$ cat src/design/tpdf_pkg.sv
// ----------------------------------------------------------------------------
// TCP port drop filter package
// Shared constants and types of the TCP destination port drop filter.
// ----------------------------------------------------------------------------
package tpdf_pkg;

    // Frame layout.
    localparam logic [15:0] ETH_HDR_LEN    = 16'd14;
    localparam logic [15:0] OFS_ETYPE_HI   = 16'd12;
    localparam logic [15:0] OFS_ETYPE_LO   = 16'd13;
    localparam logic [15:0] OFS_IP_IHL     = 16'd14;
    localparam logic [15:0] OFS_IP_PROTO   = 16'd23;
    localparam logic [15:0] OFS_DPORT_HI   = 16'd2;
    localparam logic [15:0] OFS_DPORT_LO   = 16'd3;
    localparam logic [15:0] OFS_TCP_DOFF   = 16'd12;

    // Header field values.
    localparam logic [15:0] ETHERTYPE_IPV4 = 16'h0800;
    localparam logic [7:0]  PROTO_TCP      = 8'd6;
    localparam logic [3:0]  MIN_HDR_WORDS  = 4'd5;

    localparam logic [15:0] OFFSET_MAX     = 16'hFFFF;
    localparam logic [15:0] BLOCKED_PORT_RESET = 16'd80;

    // Verdict codes.
    localparam logic VERDICT_PASS = 1'b0;
    localparam logic VERDICT_DROP = 1'b1;

    localparam int DEF_QUEUE_DEPTH = 2;

    // One classified frame on its way from the parser to the counters.
    typedef struct packed {
        logic        verdict;
        logic [15:0] frame_length;
    } t_verdict;

endpackage

$ cat src/design/tpdf_in_if.sv
// ----------------------------------------------------------------------------
// Frame byte channel
// Carries one frame byte per item with a last-byte mark.
// ----------------------------------------------------------------------------
interface tpdf_in_if;
    logic       valid;
    logic       ready;
    logic [7:0] data_byte;
    logic       last_byte;

    modport source (output valid, output data_byte, output last_byte, input ready);
    modport sink   (input valid, input data_byte, input last_byte, output ready);
endinterface

$ cat src/design/tpdf_out_if.sv
// ----------------------------------------------------------------------------
// Verdict channel
// Carries one verdict item per frame together with the updated counters.
// ----------------------------------------------------------------------------
interface tpdf_out_if;
    logic        valid;
    logic        ready;
    logic        verdict;
    logic [15:0] frame_length;
    logic [63:0] verdict_packet_count;
    logic [63:0] verdict_byte_count;

    modport source (
        output valid, output verdict, output frame_length,
        output verdict_packet_count, output verdict_byte_count, input ready
    );
    modport sink (
        input valid, input verdict, input frame_length,
        input verdict_packet_count, input verdict_byte_count, output ready
    );
endinterface

$ cat src/design/tpdf_cfg_if.sv
// ----------------------------------------------------------------------------
// Configuration write channel
// Carries writes of the blocked destination port register.
// ----------------------------------------------------------------------------
interface tpdf_cfg_if;
    logic        valid;
    logic        ready;
    logic [15:0] blocked_port;

    modport source (output valid, output blocked_port, input ready);
    modport sink   (input valid, input blocked_port, output ready);
endinterface

$ cat src/design/tpdf_parser.sv
// ----------------------------------------------------------------------------
// TCP port drop filter parser
// Tracks the byte offset, captures the header fields and classifies a frame
// on its last byte.
// ----------------------------------------------------------------------------
module tpdf_parser
    import tpdf_pkg::*;
(
    input  logic         i_clk,
    input  logic         i_rst_n,
    tpdf_in_if.sink      i_in,
    tpdf_cfg_if.sink     i_cfg,
    input  logic         i_q_not_full,
    output logic         o_q_push,
    output t_verdict     o_q_data
);

    logic [15:0] r_blocked_port;
    logic [15:0] r_offset;
    logic [15:0] r_ether_type;
    logic [3:0]  r_ihl;
    logic [7:0]  r_proto;
    logic [3:0]  r_doff;
    logic [15:0] r_dport;

    logic [15:0] n_ether_type;
    logic [3:0]  n_ihl;
    logic [7:0]  n_proto;
    logic [3:0]  n_doff;
    logic [15:0] n_dport;

    logic [15:0] tcp_start;
    logic [15:0] frame_len;
    logic [15:0] need_len;
    logic        accept;
    logic        drop;

    assign i_cfg.ready = 1'b1;
    assign i_in.ready  = i_q_not_full;
    assign accept      = i_in.valid && i_in.ready;

    // The TCP header position uses the IHL captured before this byte.
    assign tcp_start = ETH_HDR_LEN + {10'd0, r_ihl, 2'b00};

    always_comb begin
        n_ether_type = r_ether_type;
        n_ihl        = r_ihl;
        n_proto      = r_proto;
        n_doff       = r_doff;
        n_dport      = r_dport;
        if (r_offset == OFS_ETYPE_HI) begin
            n_ether_type[15:8] = i_in.data_byte;
        end
        if (r_offset == OFS_ETYPE_LO) begin
            n_ether_type[7:0] = i_in.data_byte;
        end
        if (r_offset == OFS_IP_IHL) begin
            n_ihl = i_in.data_byte[3:0];
        end
        if (r_offset == OFS_IP_PROTO) begin
            n_proto = i_in.data_byte;
        end
        if (r_offset > OFS_IP_IHL) begin
            if (r_offset == tcp_start + OFS_DPORT_HI) begin
                n_dport[15:8] = i_in.data_byte;
            end
            if (r_offset == tcp_start + OFS_DPORT_LO) begin
                n_dport[7:0] = i_in.data_byte;
            end
            if (r_offset == tcp_start + OFS_TCP_DOFF) begin
                n_doff = i_in.data_byte[7:4];
            end
        end
    end

    assign frame_len = (r_offset == OFFSET_MAX) ? OFFSET_MAX : r_offset + 16'd1;
    assign need_len  = ETH_HDR_LEN + {10'd0, n_ihl, 2'b00} + {10'd0, n_doff, 2'b00};

    assign drop = (n_ether_type == ETHERTYPE_IPV4)
               && (n_ihl >= MIN_HDR_WORDS)
               && (n_proto == PROTO_TCP)
               && (n_doff >= MIN_HDR_WORDS)
               && (frame_len >= need_len)
               && (n_dport == r_blocked_port);

    assign o_q_push              = accept && i_in.last_byte;
    assign o_q_data.verdict      = drop ? VERDICT_DROP : VERDICT_PASS;
    assign o_q_data.frame_length = frame_len;

    always_ff @(posedge i_clk) begin
        if (!i_rst_n) begin
            r_blocked_port <= BLOCKED_PORT_RESET;
            r_offset       <= '0;
            r_ether_type   <= '0;
            r_ihl          <= '0;
            r_proto        <= '0;
            r_doff         <= '0;
            r_dport        <= '0;
        end else begin
            if (i_cfg.valid) begin
                r_blocked_port <= i_cfg.blocked_port;
            end
            if (accept) begin
                if (i_in.last_byte) begin
                    r_offset     <= '0;
                    r_ether_type <= '0;
                    r_ihl        <= '0;
                    r_proto      <= '0;
                    r_doff       <= '0;
                    r_dport      <= '0;
                end else begin
                    r_ether_type <= n_ether_type;
                    r_ihl        <= n_ihl;
                    r_proto      <= n_proto;
                    r_doff       <= n_doff;
                    r_dport      <= n_dport;
                    if (r_offset != OFFSET_MAX) begin
                        r_offset <= r_offset + 16'd1;
                    end
                end
            end
        end
    end

endmodule

$ cat src/design/tpdf_queue.sv
// ----------------------------------------------------------------------------
// TCP port drop filter verdict queue
// Small register queue between the parser and the counter unit.
// ----------------------------------------------------------------------------
module tpdf_queue
    import tpdf_pkg::*;
#(
    parameter int DEPTH = DEF_QUEUE_DEPTH
) (
    input  logic     i_clk,
    input  logic     i_rst_n,
    input  logic     i_push,
    input  t_verdict i_push_data,
    input  logic     i_pop,
    output logic     o_not_full,
    output logic     o_not_empty,
    output t_verdict o_head
);

    localparam int PTR_W = (DEPTH > 1) ? $clog2(DEPTH) : 1;
    localparam int CNT_W = $clog2(DEPTH + 1);
    localparam logic [PTR_W-1:0] LAST_PTR = PTR_W'(DEPTH - 1);
    localparam logic [CNT_W-1:0] FULL_CNT = CNT_W'(DEPTH);

    t_verdict         r_mem [DEPTH];
    logic [PTR_W-1:0] r_wr_ptr;
    logic [PTR_W-1:0] r_rd_ptr;
    logic [CNT_W-1:0] r_count;

    logic do_push;
    logic do_pop;

    assign o_not_full  = (r_count != FULL_CNT);
    assign o_not_empty = (r_count != '0);
    assign o_head      = r_mem[r_rd_ptr];
    assign do_push     = i_push && o_not_full;
    assign do_pop      = i_pop && o_not_empty;

    always_ff @(posedge i_clk) begin
        if (do_push) begin
            r_mem[r_wr_ptr] <= i_push_data;
        end
    end

    always_ff @(posedge i_clk) begin
        if (!i_rst_n) begin
            r_wr_ptr <= '0;
            r_rd_ptr <= '0;
            r_count  <= '0;
        end else begin
            if (do_push) begin
                r_wr_ptr <= (r_wr_ptr == LAST_PTR) ? '0 : r_wr_ptr + PTR_W'(1);
            end
            if (do_pop) begin
                r_rd_ptr <= (r_rd_ptr == LAST_PTR) ? '0 : r_rd_ptr + PTR_W'(1);
            end
            if (do_push && !do_pop) begin
                r_count <= r_count + CNT_W'(1);
            end else if (do_pop && !do_push) begin
                r_count <= r_count - CNT_W'(1);
            end
        end
    end

endmodule

$ cat src/design/tpdf_counter.sv
// ----------------------------------------------------------------------------
// TCP port drop filter counter unit
// Updates the per-verdict packet and byte counters and holds the result item.
// ----------------------------------------------------------------------------
module tpdf_counter
    import tpdf_pkg::*;
(
    input  logic       i_clk,
    input  logic       i_rst_n,
    input  logic       i_q_not_empty,
    input  t_verdict   i_q_head,
    output logic       o_q_pop,
    tpdf_out_if.source o_out
);

    logic [1:0][63:0] r_pkt_cnt;
    logic [1:0][63:0] r_byte_cnt;
    logic             r_valid;
    logic             r_verdict;
    logic [15:0]      r_len;
    logic [63:0]      r_pkt_out;
    logic [63:0]      r_byte_out;

    logic [63:0] n_pkt;
    logic [63:0] n_byte;

    // A new verdict is taken whenever the output register is free or drains.
    assign o_q_pop = i_q_not_empty && (!r_valid || o_out.ready);

    assign n_pkt  = r_pkt_cnt[i_q_head.verdict] + 64'd1;
    assign n_byte = r_byte_cnt[i_q_head.verdict] + {48'd0, i_q_head.frame_length};

    assign o_out.valid                = r_valid;
    assign o_out.verdict              = r_verdict;
    assign o_out.frame_length         = r_len;
    assign o_out.verdict_packet_count = r_pkt_out;
    assign o_out.verdict_byte_count   = r_byte_out;

    always_ff @(posedge i_clk) begin
        if (o_q_pop) begin
            r_verdict  <= i_q_head.verdict;
            r_len      <= i_q_head.frame_length;
            r_pkt_out  <= n_pkt;
            r_byte_out <= n_byte;
        end
    end

    always_ff @(posedge i_clk) begin
        if (!i_rst_n) begin
            r_valid    <= 1'b0;
            r_pkt_cnt  <= '0;
            r_byte_cnt <= '0;
        end else begin
            if (o_q_pop) begin
                r_valid                         <= 1'b1;
                r_pkt_cnt[i_q_head.verdict]  <= n_pkt;
                r_byte_cnt[i_q_head.verdict] <= n_byte;
            end else if (o_out.ready) begin
                r_valid <= 1'b0;
            end
        end
    end

endmodule

$ cat src/design/tcp_port_drop_filter_core.sv
// ----------------------------------------------------------------------------
// TCP port drop filter core
// Drops TCP/IPv4 frames whose destination port matches a configured port and
// keeps packet and byte counters per verdict.
// ----------------------------------------------------------------------------
// Throughput: one frame byte per cycle; the parser compares offsets and
// captures fields as each byte is accepted, and the counter unit retires one
// verdict per cycle while the output is taken. The input stalls only while
// the verdict queue is full. The verdict item for a frame is written into
// the queue when its last byte is accepted, then moved by the counter update
// into the output register once that register is free or drains.
// Reset: synchronous, active low; clears the parser state, the queue and all
// counters and sets the blocked port to 80. No clearing pass is needed.
// ----------------------------------------------------------------------------
module tcp_port_drop_filter_core
    import tpdf_pkg::*;
#(
    parameter int QUEUE_DEPTH = DEF_QUEUE_DEPTH
) (
    input  logic       i_clk,
    input  logic       i_rst_n,
    tpdf_in_if.sink    i_in,
    tpdf_cfg_if.sink   i_cfg,
    tpdf_out_if.source o_out
);

    // The front part is the parser. It takes one byte per cycle as long as
    // the verdict queue has room, so bytes keep flowing even while a verdict
    // waits for the downstream side to take it.
    logic     q_push;
    logic     q_pop;
    logic     q_not_full;
    logic     q_not_empty;
    t_verdict q_push_data;
    t_verdict q_head;

    tpdf_parser u_parser (
        .i_clk        (i_clk),
        .i_rst_n      (i_rst_n),
        .i_in         (i_in),
        .i_cfg        (i_cfg),
        .i_q_not_full (q_not_full),
        .o_q_push     (q_push),
        .o_q_data     (q_push_data)
    );

    // The queue decouples classification from counting. Only frame ends are
    // written into it, one entry per frame.
    tpdf_queue #(
        .DEPTH (QUEUE_DEPTH)
    ) u_queue (
        .i_clk       (i_clk),
        .i_rst_n     (i_rst_n),
        .i_push      (q_push),
        .i_push_data (q_push_data),
        .i_pop       (q_pop),
        .o_not_full  (q_not_full),
        .o_not_empty (q_not_empty),
        .o_head      (q_head)
    );

    // The back part updates the counter of the verdict and registers the
    // result item; it pops the queue whenever its output register is free or
    // is being emptied in the same cycle.
    tpdf_counter u_counter (
        .i_clk         (i_clk),
        .i_rst_n       (i_rst_n),
        .i_q_not_empty (q_not_empty),
        .i_q_head      (q_head),
        .o_q_pop       (q_pop),
        .o_out         (o_out)
    );

endmodule
$ cat src/flat_wrapper.sv
// flat-port wrapper written by rule: the top's interface ports become plain ports
module tcp_port_drop_filter_core_flat import tpdf_pkg::*;
#(
    parameter int QUEUE_DEPTH = DEF_QUEUE_DEPTH
)
  (i_clk, i_rst_n, i_in_valid, i_in_data_byte, i_in_last_byte, i_in_ready, i_cfg_valid, i_cfg_blocked_port, i_cfg_ready, o_out_valid, o_out_verdict, o_out_frame_length, o_out_verdict_packet_count, o_out_verdict_byte_count, o_out_ready);
  tpdf_in_if i_in_i ();
  tpdf_cfg_if i_cfg_i ();
  tpdf_out_if o_out_i ();
  input  logic i_clk;
  input  logic i_rst_n;
  input wire logic [$bits(i_in_i.valid)-1:0] i_in_valid;
  input wire logic [$bits(i_in_i.data_byte)-1:0] i_in_data_byte;
  input wire logic [$bits(i_in_i.last_byte)-1:0] i_in_last_byte;
  output wire logic [$bits(i_in_i.ready)-1:0] i_in_ready;
  input wire logic [$bits(i_cfg_i.valid)-1:0] i_cfg_valid;
  input wire logic [$bits(i_cfg_i.blocked_port)-1:0] i_cfg_blocked_port;
  output wire logic [$bits(i_cfg_i.ready)-1:0] i_cfg_ready;
  output wire logic [$bits(o_out_i.valid)-1:0] o_out_valid;
  output wire logic [$bits(o_out_i.verdict)-1:0] o_out_verdict;
  output wire logic [$bits(o_out_i.frame_length)-1:0] o_out_frame_length;
  output wire logic [$bits(o_out_i.verdict_packet_count)-1:0] o_out_verdict_packet_count;
  output wire logic [$bits(o_out_i.verdict_byte_count)-1:0] o_out_verdict_byte_count;
  input wire logic [$bits(o_out_i.ready)-1:0] o_out_ready;
  assign i_in_i.valid = i_in_valid;
  assign i_in_i.data_byte = i_in_data_byte;
  assign i_in_i.last_byte = i_in_last_byte;
  assign i_in_ready = i_in_i.ready;
  assign i_cfg_i.valid = i_cfg_valid;
  assign i_cfg_i.blocked_port = i_cfg_blocked_port;
  assign i_cfg_ready = i_cfg_i.ready;
  assign o_out_valid = o_out_i.valid;
  assign o_out_verdict = o_out_i.verdict;
  assign o_out_frame_length = o_out_i.frame_length;
  assign o_out_verdict_packet_count = o_out_i.verdict_packet_count;
  assign o_out_verdict_byte_count = o_out_i.verdict_byte_count;
  assign o_out_i.ready = o_out_ready;
  tcp_port_drop_filter_core #(.QUEUE_DEPTH(QUEUE_DEPTH)) u_core (.i_clk(i_clk), .i_rst_n(i_rst_n), .i_in(i_in_i), .i_cfg(i_cfg_i), .o_out(o_out_i));
endmodule
$ cat config.mk
export PLATFORM = sky130hd
export DESIGN_NAME = tcp_port_drop_filter_core_flat
export DESIGN_NICKNAME = d
export VERILOG_FILES = /design/src/design/tpdf_pkg.sv /design/src/design/tpdf_in_if.sv /design/src/design/tpdf_out_if.sv /design/src/design/tpdf_cfg_if.sv /design/src/design/tpdf_parser.sv /design/src/design/tpdf_queue.sv /design/src/design/tpdf_counter.sv /design/src/design/tcp_port_drop_filter_core.sv /design/src/flat_wrapper.sv
export SDC_FILE = /design/constraint.sdc
export NUM_CORES = 1
export LEC_CHECK = 0
export ABC_CLOCK_PERIOD_IN_PS = 6100
export BUFFER_PORTS_ARGS = -buffer_cell sky130_fd_sc_hd__buf_2
export CAP_MARGIN = 15
export CORE_UTILIZATION = 53
export DETAILED_ROUTE_END_ITERATION = 10
export PLACE_DENSITY = 0.7
export SETUP_SLACK_MARGIN = 0.05
export SLEW_MARGIN = 20
export SYNTH_ARGS = -nofsm -noshare
export SYNTH_HDL_FRONTEND = slang
export SYNTH_SLANG_ARGS = --single-unit
$ cat constraint.sdc
create_clock -name i_clk -period 6.1 [get_ports i_clk]
set_input_delay 0.61 -clock i_clk [delete_from_list [all_inputs] [get_ports i_clk]]
set_output_delay 0.61 -clock i_clk [all_outputs]
set_load 0.01 [all_outputs]
==> results of run 1 <==
[synth_stat cells (all sizes together), types with 104 or more instances]
cell type | count | share of area, %
nand2 | 344 | 4.8
dfxtp | 342 | 26
edfxtp | 179 | 20
xnor2 | 173 | 5.7
and2 | 172 | 4.0
nand3 | 156 | 2.9
mux2i | 135 | 5.1
xor2 | 134 | 4.4
clkbuf | 123 | 1.7
nor2 | 122 | 1.7
o21ai | 108 | 2.0
a21boi | 104 | 2.9
[critical path, cell delays in order, from the launching register on]
cell	delay, ns
dfxtp_1	0.39
nor4_1	0.55
nand2_1	0.15
or4_4	0.59
a2111oi_4	0.59
mux2_2	0.43
ha_1	0.30
inv_1	0.06
fa_1	0.46
xor2_1	0.17
ha_1	0.31
a21o_1	0.11
a21o_1	0.10
a21oi_1	0.06
nand4_1	0.09
nor3_1	0.06
o31a_1	0.14
a2111oi_0	0.34
nor4b_1	0.47
[sequential cells by signal, indices dropped and copies added (netlist names), named ones only]
register and cells:
u_core.u_counter.o_out.frame_length 16, u_core.u_counter.o_out.valid 1, u_core.u_counter.o_out.verdict 1, u_core.u_counter.o_out.verdict_byte_count 64, u_core.u_counter.o_out.verdict_packet_count 64, u_core.u_counter.r_byte_cnt 128, u_core.u_counter.r_pkt_cnt 128, u_core.u_parser.r_blocked_port 16
u_core.u_parser.r_doff 4, u_core.u_parser.r_dport 16, u_core.u_parser.r_ether_type 16, u_core.u_parser.r_ihl 4, u_core.u_parser.r_offset 16, u_core.u_parser.r_proto 8, u_core.u_queue.r_count 2, u_core.u_queue.r_mem 34
u_core.u_queue.r_rd_ptr 1, u_core.u_queue.r_wr_ptr 1
[stage by stage]
step	instance area, µm²	utilization, %
2_1_floorplan	26700	-
4_1_cts	30000	60.8
3_5_place_dp	28000	56.8
6_report	30000	60.8
5_1_grt	30000	60.8
3_3_place_gp	28000	56.8
[power groups by stage]
stage,logic (mW),clock network (mW),registers (mW)
2_1_floorplan,1.34,0,4.68
3_3_place_gp,2.45,0,4.48
3_5_place_dp,2.49,0,4.49
4_1_cts,2.49,3.64,4.42
5_1_grt,2.68,3.78,4.45
6_report,2.49,3.59,4.41
[final cells by class]
class                   count  area (µm²)
fillers                  4184       19400
clock inverters            27         362
clock buffers              75        1580
multi-input cells        2075       13600
inverters                  54         210
well taps                 664         831
repair buffers            204        1130
flip-flops and latches    521       12200
[layer usage]
layer  share of wire, %  vias to the layer above
li1                   -                    10036
met1                 43                    10120
met2                 47                      675
met3                5.1                      178
met4                4.3                        0
met5                  0                        -
[layout by cell type (no fill, tap or decap), types with 100 or more instances in the layout]
master	netlist	layout
edfxtp_1	179	179
xnor2_1	173	173
and2_1	171	171
mux2i_1	134	134
buf_2	24	175
nand2_1	344	342
xor2_1	134	134
o21ai_0	103	103
a21boi_0	100	100
nand3_1	156	156
nor2_1	122	120
dfxtp_1	342	342
[path summary, 6_finish.rpt]
kind,slack [ns],from,cells past startpoint,to
max,0.45,u_core.u_parser.r_offset[12],18,u_core.u_queue.r_mem[1][16]
min,0.22,i_cfg_blocked_port[4],3,u_core.u_parser.r_blocked_port[4]
max reg2reg,0.45,u_core.u_parser.r_offset[12],18,u_core.u_queue.r_mem[1][16]
min reg2reg,0.47,u_core.u_counter.r_pkt_cnt[18],2,u_core.u_counter.r_pkt_cnt[18]
[kinds of logic (layout without fill, tap and decap cells)]
| logic type | count (synthesis) | after routing | synth area share (%) |
|---|---|---|---|
| AND/OR/NAND/NOR | 1150 | 1150 | 22.2 |
| flip-flops | 521 | 521 | 45.8 |
| AO/OA/AOI/OAI | 421 | 421 | 10.7 |
| XOR/XNOR | 307 | 307 | 10.1 |
| buffers and inverters | 215 | 360 | 3.26 |
| multiplexers | 157 | 157 | 6.04 |
| adder cells (fa/ha/maj) | 39 | 39 | 1.88 |
| other | 1 | 1 | 0.0140 |
==> impl_metrics.toml, run 1 <==
[setup_path]
cp_endpoint_kind = "flip-flop"
worst-endpoint-arrival_ns = 5.98
highest_fanout_seen_on_the_critical_path = 9
crit_path_start_kind = "flip-flop"
timing.critical_path.required_ns = 6.43
timing.setup.critical_path_class = "flip-flop to flip-flop"

[grt]
met3_usage_pct = 3.47
grt_first_pass_wirelength_um = 108000
global_route.usage.met2_pct = 43.8
grt.met1_usage_pct = 34.3
antenna_violations_before_repair = 0
globalRouteOverflowTotal = 0
number_of_global_route_vias_before_repair = 20160
global_route.peak_usage_layer = "met2"
gr-usage-all-layers_pct = 26.5
grt_start_max_net_pins = 130

[sta]
slew_headroom_pct = 26.0
timing.final.ws_setup_ns = 0.453
fin_worst_hold_slack_ns = 0.223
finClkSkew_ns = 0.0201
finalCriticalPeriod_ns = 5.65
worst-slew-pin-transition_ns = 1.11
fraction_of_the_cycle_the_final_worst_path_needs_pct = 92.6
slew_viol_final = 0
timing.final.hold_violations = 0
finalSetupViolCount = 0
rsz0062_at_grt = "no"
timing.fmax_ghz = 0.177
timing.setup.tns_ns = 0

[die]
die_x_extent_um = 226
initial_utilization_pct = 54.1
boundaryPins = 178
die_y_um = 226
fp.coreArea_um2 = 49400
rows = 81
die_area_um2 = 51300

[power]
p_int_mw = 7.14
peakVddDrop_v = 0.000382
comb_power_share_pct = 23.7
clkPwrFrac_pct = 34.2
total_leakage_power_nw = 11.4
p_total_mw = 10.5
seq_power_share_pct = 42.0
sw_frac_of_total_pct = 31.9
power.net_switching_mw = 3.35
power.density_cell_area_nw_per_um2 = 350

[clocking]
cts_post_setup_buffers_inserted = 0
worst_skew_pair.late_latency_ns = 0.61
clkTransAtPathRegs_ns = 0.06
holdBufCountCts = 0
h_tree_depth = 2
cts_made_buffers = 55
cts_tree = "yes"
clock_tree.buffer_depth = 3
post_cts_resized = 0
clock-root-buffer = "clkbuf_16"
cts.sink_count = 521

[cells_and_area]
final_cell_count_no_fill = 3620
layout.nets = 2980
insertedDiodeCount = 0
syn_to_final_growth_pct = 12.3
final_layout_size_suffix_gt1_share_pct = 11.7

[placed_design]
gp_congestion = 0.939
pre_cts_slack_ns = 0.482
dpl.hpwl_um = 45400
portBuffers = 176
place_inst = 3518

[drt]
routed_wirelength_um = 68300
detail-route-antenna-nets = 0
initialDrtViolationCount = 1581
drt-wirelength-per-cell_um = 18.9
drt_pre_antenna_iters = 5
detailroute.via_count = 21009
post_drt_via_cell_ratio = 5.80
drcViolationCount = 0

[min_path]
hp-class = "primary input to flip-flop"

[synthesis]
synth_seq_area_share_pct = 45.8
postSynthNetCount = 2880
mappedNetlistArea_um2 = 26700
syn_area_per_cell_um2 = 9.50
syn_inst = 2811
ys_warn_count = 0
ys_types = 81
synth_seq_cells = 521
synth_flop_cell = "dfxtp_1"
number_of_enable_type_register_cells_in_the_synthesized_netlist = 179
ys_async_sr_fraction_pct = 0

[outcome]
result_of_the_run = "finished clean"

[run]
cap_violations = 0
No activity file was read; power rests on OpenSTA's default activity.
==> run 2: changes to the inputs <==
==> constraint.sdc (replaced) <==
create_clock -name i_clk -period 6.1 [get_ports i_clk]
set_input_delay 0.305 -clock i_clk [delete_from_list [all_inputs] [get_ports i_clk]]
set_output_delay 0.305 -clock i_clk [all_outputs]
set_load 0.01 [all_outputs]
==> impl_metrics.toml, run 2 (synthesized netlist as in run 1, its figures left out) <==
[sta]
fraction_of_the_cycle_the_final_worst_path_needs_pct = 92.4
timing.fmax_ghz = 0.177
slew_viol_final = 0
worst-slew-pin-transition_ns = 1.08
fin_worst_hold_slack_ns = 0.0175
timing.setup.tns_ns = 0
timing.final.ws_setup_ns = 0.466
finalSetupViolCount = 0
rsz0062_at_grt = "no"
slew_headroom_pct = 28.1
timing.final.hold_violations = 0
finalCriticalPeriod_ns = 5.63
finClkSkew_ns = 0.0249

[clocking]
worst_skew_pair.late_latency_ns = 0.61
clkTransAtPathRegs_ns = 0.06
h_tree_depth = 2
clock-root-buffer = "clkbuf_16"
cts_tree = "yes"
holdBufCountCts = 15
cts_made_buffers = 56
cts.sink_count = 521
clock_tree.buffer_depth = 3
post_cts_resized = 0
cts_post_setup_buffers_inserted = 0

[die]
fp.coreArea_um2 = 49400
die_area_um2 = 51300
rows = 81
die_x_extent_um = 226
die_y_um = 226
boundaryPins = 178
initial_utilization_pct = 54.1

[setup_path]
setup.reg_to_reg.worst_slack_ns = 0.47
highest_fanout_seen_on_the_critical_path = 9
worst-endpoint-arrival_ns = 5.96
timing.setup.critical_path_class = "flip-flop to flip-flop"
timing.critical_path.required_ns = 6.43
worst_reg_to_reg_cells = 18
crit_path_start_kind = "flip-flop"
cp_endpoint_kind = "flip-flop"

[grt]
antenna_violations_before_repair = 1
grt_start_max_net_pins = 133
grt_first_pass_wirelength_um = 109000
globalRouteOverflowTotal = 0
number_of_global_route_vias_before_repair = 20340
gr-usage-all-layers_pct = 26.6

[run]
cap_violations = 0

[power]
power.density_cell_area_nw_per_um2 = 342
total_leakage_power_nw = 11.4
p_total_mw = 10.3
peakVddDrop_v = 0.000244

[placed_design]
pre_cts_slack_ns = 0.569
dpl.hpwl_um = 45400
portBuffers = 176
gp_congestion = 0.937

[cells_and_area]
syn_to_final_growth_pct = 12.4
commonest_cells_after_routing_fill_and_taps_aside = "nand2_1 (342), dfxtp_1 (342), edfxtp_1 (179)"
final_layout_size_suffix_gt1_share_pct = 11.2
layout.nets = 2995
insertedDiodeCount = 0
reg.largest.list = "u_core.u_counter.r_byte_cnt (128), u_core.u_counter.r_pkt_cnt (128)"

[drt]
routed_wirelength_um = 68600
drt_pre_antenna_iters = 7
detail-route-antenna-nets = 0
drt-wirelength-per-cell_um = 18.9
initialDrtViolationCount = 1775
detailroute.via_count = 21117
drcViolationCount = 0
post_drt_via_cell_ratio = 5.81

[outcome]
result_of_the_run = "finished clean"

[min_path]
hp-class = "primary input to flip-flop"
min_delay_path_depth = 3
-- run 2: changes by cell type in the layout (fill, tap and decap cells not counted) --
cell / delta
buf_4: -1
bufinv_16: -6
clkbuf_1: +9
clkbuf_16: +2
clkbuf_8: -2
clkinv_1: +3
clkinv_2: -7
clkinvlp_4: +1
dlygate4sd3_1: +15
-- run 2: worst paths after layout --
| check | startpoint | to |
|---|---|---|
| worst min register to register | u_core.u_counter.r_pkt_cnt[2] | u_core.u_counter.r_pkt_cnt[2] |
| worst max register to register | u_core.u_parser.r_offset[12] | u_core.u_queue.r_mem[0][16] |
| worst max-delay path | u_core.u_parser.r_offset[12] | u_core.u_queue.r_mem[0][16] |
| worst min-delay path | i_cfg_blocked_port[3] | u_core.u_parser.r_blocked_port[3] |
-- run 2: worst max-delay path: stages (launching register included) --
cell and delay (ns):
dfxtp_1 0.40, nor4_1 0.51, nand2_1 0.17, or4_4 0.59
a2111oi_4 0.58, mux2_2 0.42, ha_1 0.31, inv_1 0.08
fa_1 0.46, xor2_1 0.16, ha_1 0.30, a21o_1 0.12
a21o_1 0.10, a21oi_1 0.06, nand4_1 0.08, nor3_1 0.05
o31a_1 0.13, a2111oi_0 0.38, nor4b_1 0.47
-- run 2: metal layers --
metal / GRT usage (%) / wire length [µm]
met1: 34.8 / 29600
met4: 12.7 / 3010
met3: 3.59 / 3640
met5: 0 / 0
met2: 43.3 / 32300
-- run 2: layout make-up --
type	instances	area, µm²
fillers	4227	19400
clock buffers	84	1640
well taps	664	831
flip-flops and latches	521	12200
inverters	54	210
repair buffers	218	1280
clock inverters	18	165
multi-input cells	2075	13600
-- run 2: report_power, final --
| part | switching (mW) | internal [mW] |
|---|---|---|
| combinational | 1.76 | 0.732 |
| clock | 1.38 | 1.97 |
| sequential | 0.179 | 4.23 |
-- run 2: stage by stage --
stage | instance area [µm²] | utilization [%] | instances
floorplan | 26700 | - | 2811
global placement | 28000 | 56.8 | 3517
detailed placement | 28000 | 56.8 | 3517
CTS | 30000 | 60.8 | 3634
global route | 30000 | 60.8 | 3634
finish | 30000 | 60.8 | 3634
==> run 3: changes to the inputs <==
--- a/config.mk
+++ b/config.mk
@@ -5,8 +5,8 @@
 export SDC_FILE = /design/constraint.sdc
 export NUM_CORES = 1
 export LEC_CHECK = 0
-export ABC_CLOCK_PERIOD_IN_PS = 6100
-export BUFFER_PORTS_ARGS = -buffer_cell sky130_fd_sc_hd__buf_2
+export ABC_CLOCK_PERIOD_IN_PS = 5400
+export BUFFER_PORTS_ARGS = -buffer_cell sky130_fd_sc_hd__buf_4
 export CAP_MARGIN = 15
 export CORE_UTILIZATION = 53
 export DETAILED_ROUTE_END_ITERATION = 10
==> constraint.sdc (replaced) <==
create_clock -name i_clk -period 5.4 [get_ports i_clk]
set_input_delay 0.27 -clock i_clk [delete_from_list [all_inputs] [get_ports i_clk]]
set_output_delay 0.27 -clock i_clk [all_outputs]
set_load 0.01 [all_outputs]
==> impl_metrics.toml, run 3 (synthesized netlist as in run 1, its figures left out) <==
[die]
initial_utilization_pct = 54.1
boundaryPins = 178
die_area_um2 = 51300
die_x_extent_um = 226
die_y_um = 226
rows = 81
fp.coreArea_um2 = 49400

[sta]
slew_headroom_pct = 31.7
worst-slew-pin-transition_ns = 1.02
timing.final.ws_setup_ns = 0.363
timing.setup.tns_ns = 0
timing.fmax_ghz = 0.199
finalCriticalPeriod_ns = 5.04
slew_viol_final = 0
finalSetupViolCount = 0
rsz0062_at_grt = "no"
fin_worst_hold_slack_ns = 0.0579
finClkSkew_ns = 0.0427
fraction_of_the_cycle_the_final_worst_path_needs_pct = 93.3
timing.final.hold_violations = 0

[setup_path]
crit_path_start_kind = "flip-flop"
worst-endpoint-arrival_ns = 5.36
crit_chain = "o21ai_0 > xnor2_1 > xor2_1 > a2111oi_4 > mux2i_1 > ha_1 > inv_1 > ha_1 > inv_1 > fa_1 > xor2_1 > ha_1 > a21o_1 > a21o_1 > a21oi_1 > nand4_1 > nor3_1 > o31a_1 > a2111oi_1 > nor4b_4"
critical_path.slowest_cell = "o21ai_0"
crit_cells = 20
setup.reg_to_reg.worst_slack_ns = 0.36
cp_common_cell = "ha_1"
worst_reg_to_reg_cells = 20
timing.setup.critical_path_class = "flip-flop to flip-flop"
timing.critical_path.required_ns = 5.72
worst-path-buf-inv = 2
cp_delay_by_family_top = "compound AO/OA/AOI/OAI gates"
cp_endpoint_kind = "flip-flop"
highest_fanout_seen_on_the_critical_path = 6
timing.critical_path.slowest_cell_delay_ns = 0.57

[min_path]
min_delay_path_depth = 3
hp-class = "primary input to flip-flop"

[cells_and_area]
insertedDiodeCount = 0
finalCoreUtilization_pct = 62.2
reg.largest.list = "u_core.u_counter.r_byte_cnt (128), u_core.u_counter.r_pkt_cnt (128)"
final_layout_size_suffix_gt1_share_pct = 12.5
syn_to_final_growth_pct = 15.1
layout.nets = 3012
commonest_cells_after_routing_fill_and_taps_aside = "nand2_1 (342), dfxtp_1 (342), buf_4 (215)"
count_of_filler_cells_inserted_in_the_layout = 4114
final_cell_count_no_fill = 3653

[clocking]
cts.sink_count = 521
cts_tree = "yes"
clock_tree.buffer_depth = 3
h_tree_depth = 2
clkTransAtPathRegs_ns = 0.06
cts_made_buffers = 54
clock-root-buffer = "clkbuf_16"
worst_skew_pair.late_latency_ns = 0.62

[drt]
detailroute.via_count = 21032
drt-wirelength-per-cell_um = 18.8
post_drt_via_cell_ratio = 5.76
initialDrtViolationCount = 1792
routed_wirelength_um = 68700
detail-route-antenna-nets = 0
drt_pre_antenna_iters = 5
drcViolationCount = 0

[power]
power.density_cell_area_nw_per_um2 = 389
total_leakage_power_nw = 11.7
peakVddDrop_v = 0.000259

[run]
cap_violations = 0

[grt]
number_of_global_route_vias_before_repair = 20442
grt_start_max_net_pins = 220
grt_first_pass_wirelength_um = 109000
gr-usage-all-layers_pct = 26.8
antenna_violations_before_repair = 0
globalRouteOverflowTotal = 0

[placed_design]
dpl.hpwl_um = 46300
pre_cts_slack_ns = 0.0434
gp_congestion = 0.924
portBuffers = 176
place_inst = 3534

[outcome]
result_of_the_run = "finished clean"
==> run 3: worst register-to-register path, stage by stage, from the launching register on <==
cell and delay, ns:
dfxtp_1 0.35, o21ai_0 0.57, xnor2_1 0.27, xor2_1 0.24, a2111oi_4 0.44, mux2i_1 0.30, ha_1 0.26, inv_1 0.06
ha_1 0.16, inv_1 0.06, fa_1 0.40, xor2_1 0.16, ha_1 0.29, a21o_1 0.18, a21o_1 0.17, a21oi_1 0.13
nand4_1 0.10, nor3_1 0.22, o31a_1 0.17, a2111oi_1 0.07, nor4b_4 0.16
==> run 3: worst paths after layout <==
| check | startpoint | endpoint |
|---|---|---|
| worst max register to register | u_core.u_parser.r_ihl[0] | u_core.u_queue.r_mem[1][16] |
| worst min register to register | u_core.u_counter.r_pkt_cnt[7] | u_core.u_counter.r_pkt_cnt[7] |
| worst max-delay path | u_core.u_parser.r_ihl[0] | u_core.u_queue.r_mem[1][16] |
| worst min-delay path | o_out_ready | u_core.u_counter.o_out.valid |
==> run 3: area by class of cell <==
type                            count  area, µm²  share of cell area, %
Clock buffer                       67       1460                   4.75
Clock inverter                     35        418                   1.36
Inverter                           54        210                  0.684
Multi-Input combinational cell   2075      13700                   44.6
Sequential cell                   521      12200                   39.8
Tap cell                          664        831                   2.70
Timing Repair Buffer              237       1890                   6.14
==> run 3: metal layers <==
layer | routed length (µm) | vias up | track usage [%]
met5 | 0 | - | 0
met4 | 2360 | 0 | 10.6
met3 | 3190 | 142 | 3.81
met2 | 33400 | 603 | 45.3
met1 | 29800 | 10190 | 34.3
li1 | - | 10097 | -
==> run 3: through the flow <==
stage,total power [mW],area (µm²)
after CTS,12.0,30700
final,11.9,30700
after floorplan,6.81,26700
after global placement,8.05,28600
after global routing,12.4,30700
after detailed placement,8.10,28600
==> run 3: report_power, final <==
part	leakage, nW	internal, mW	switching [mW]
clock network	0.924	2.32	1.61
logic	6.29	1.04	1.97
registers	4.49	4.78	0.233
total	11.7	8.13	3.81
==> run 3: timing repair <==
action                                 CTS  global route
gates resized for setup                  1             8
pin swaps                                0             2
gates cloned                             0             0
setup buffers                            0             1
hold buffers                            16             0
endpoints found under the hold margin   16             0
setup endpoints to repair                2             2
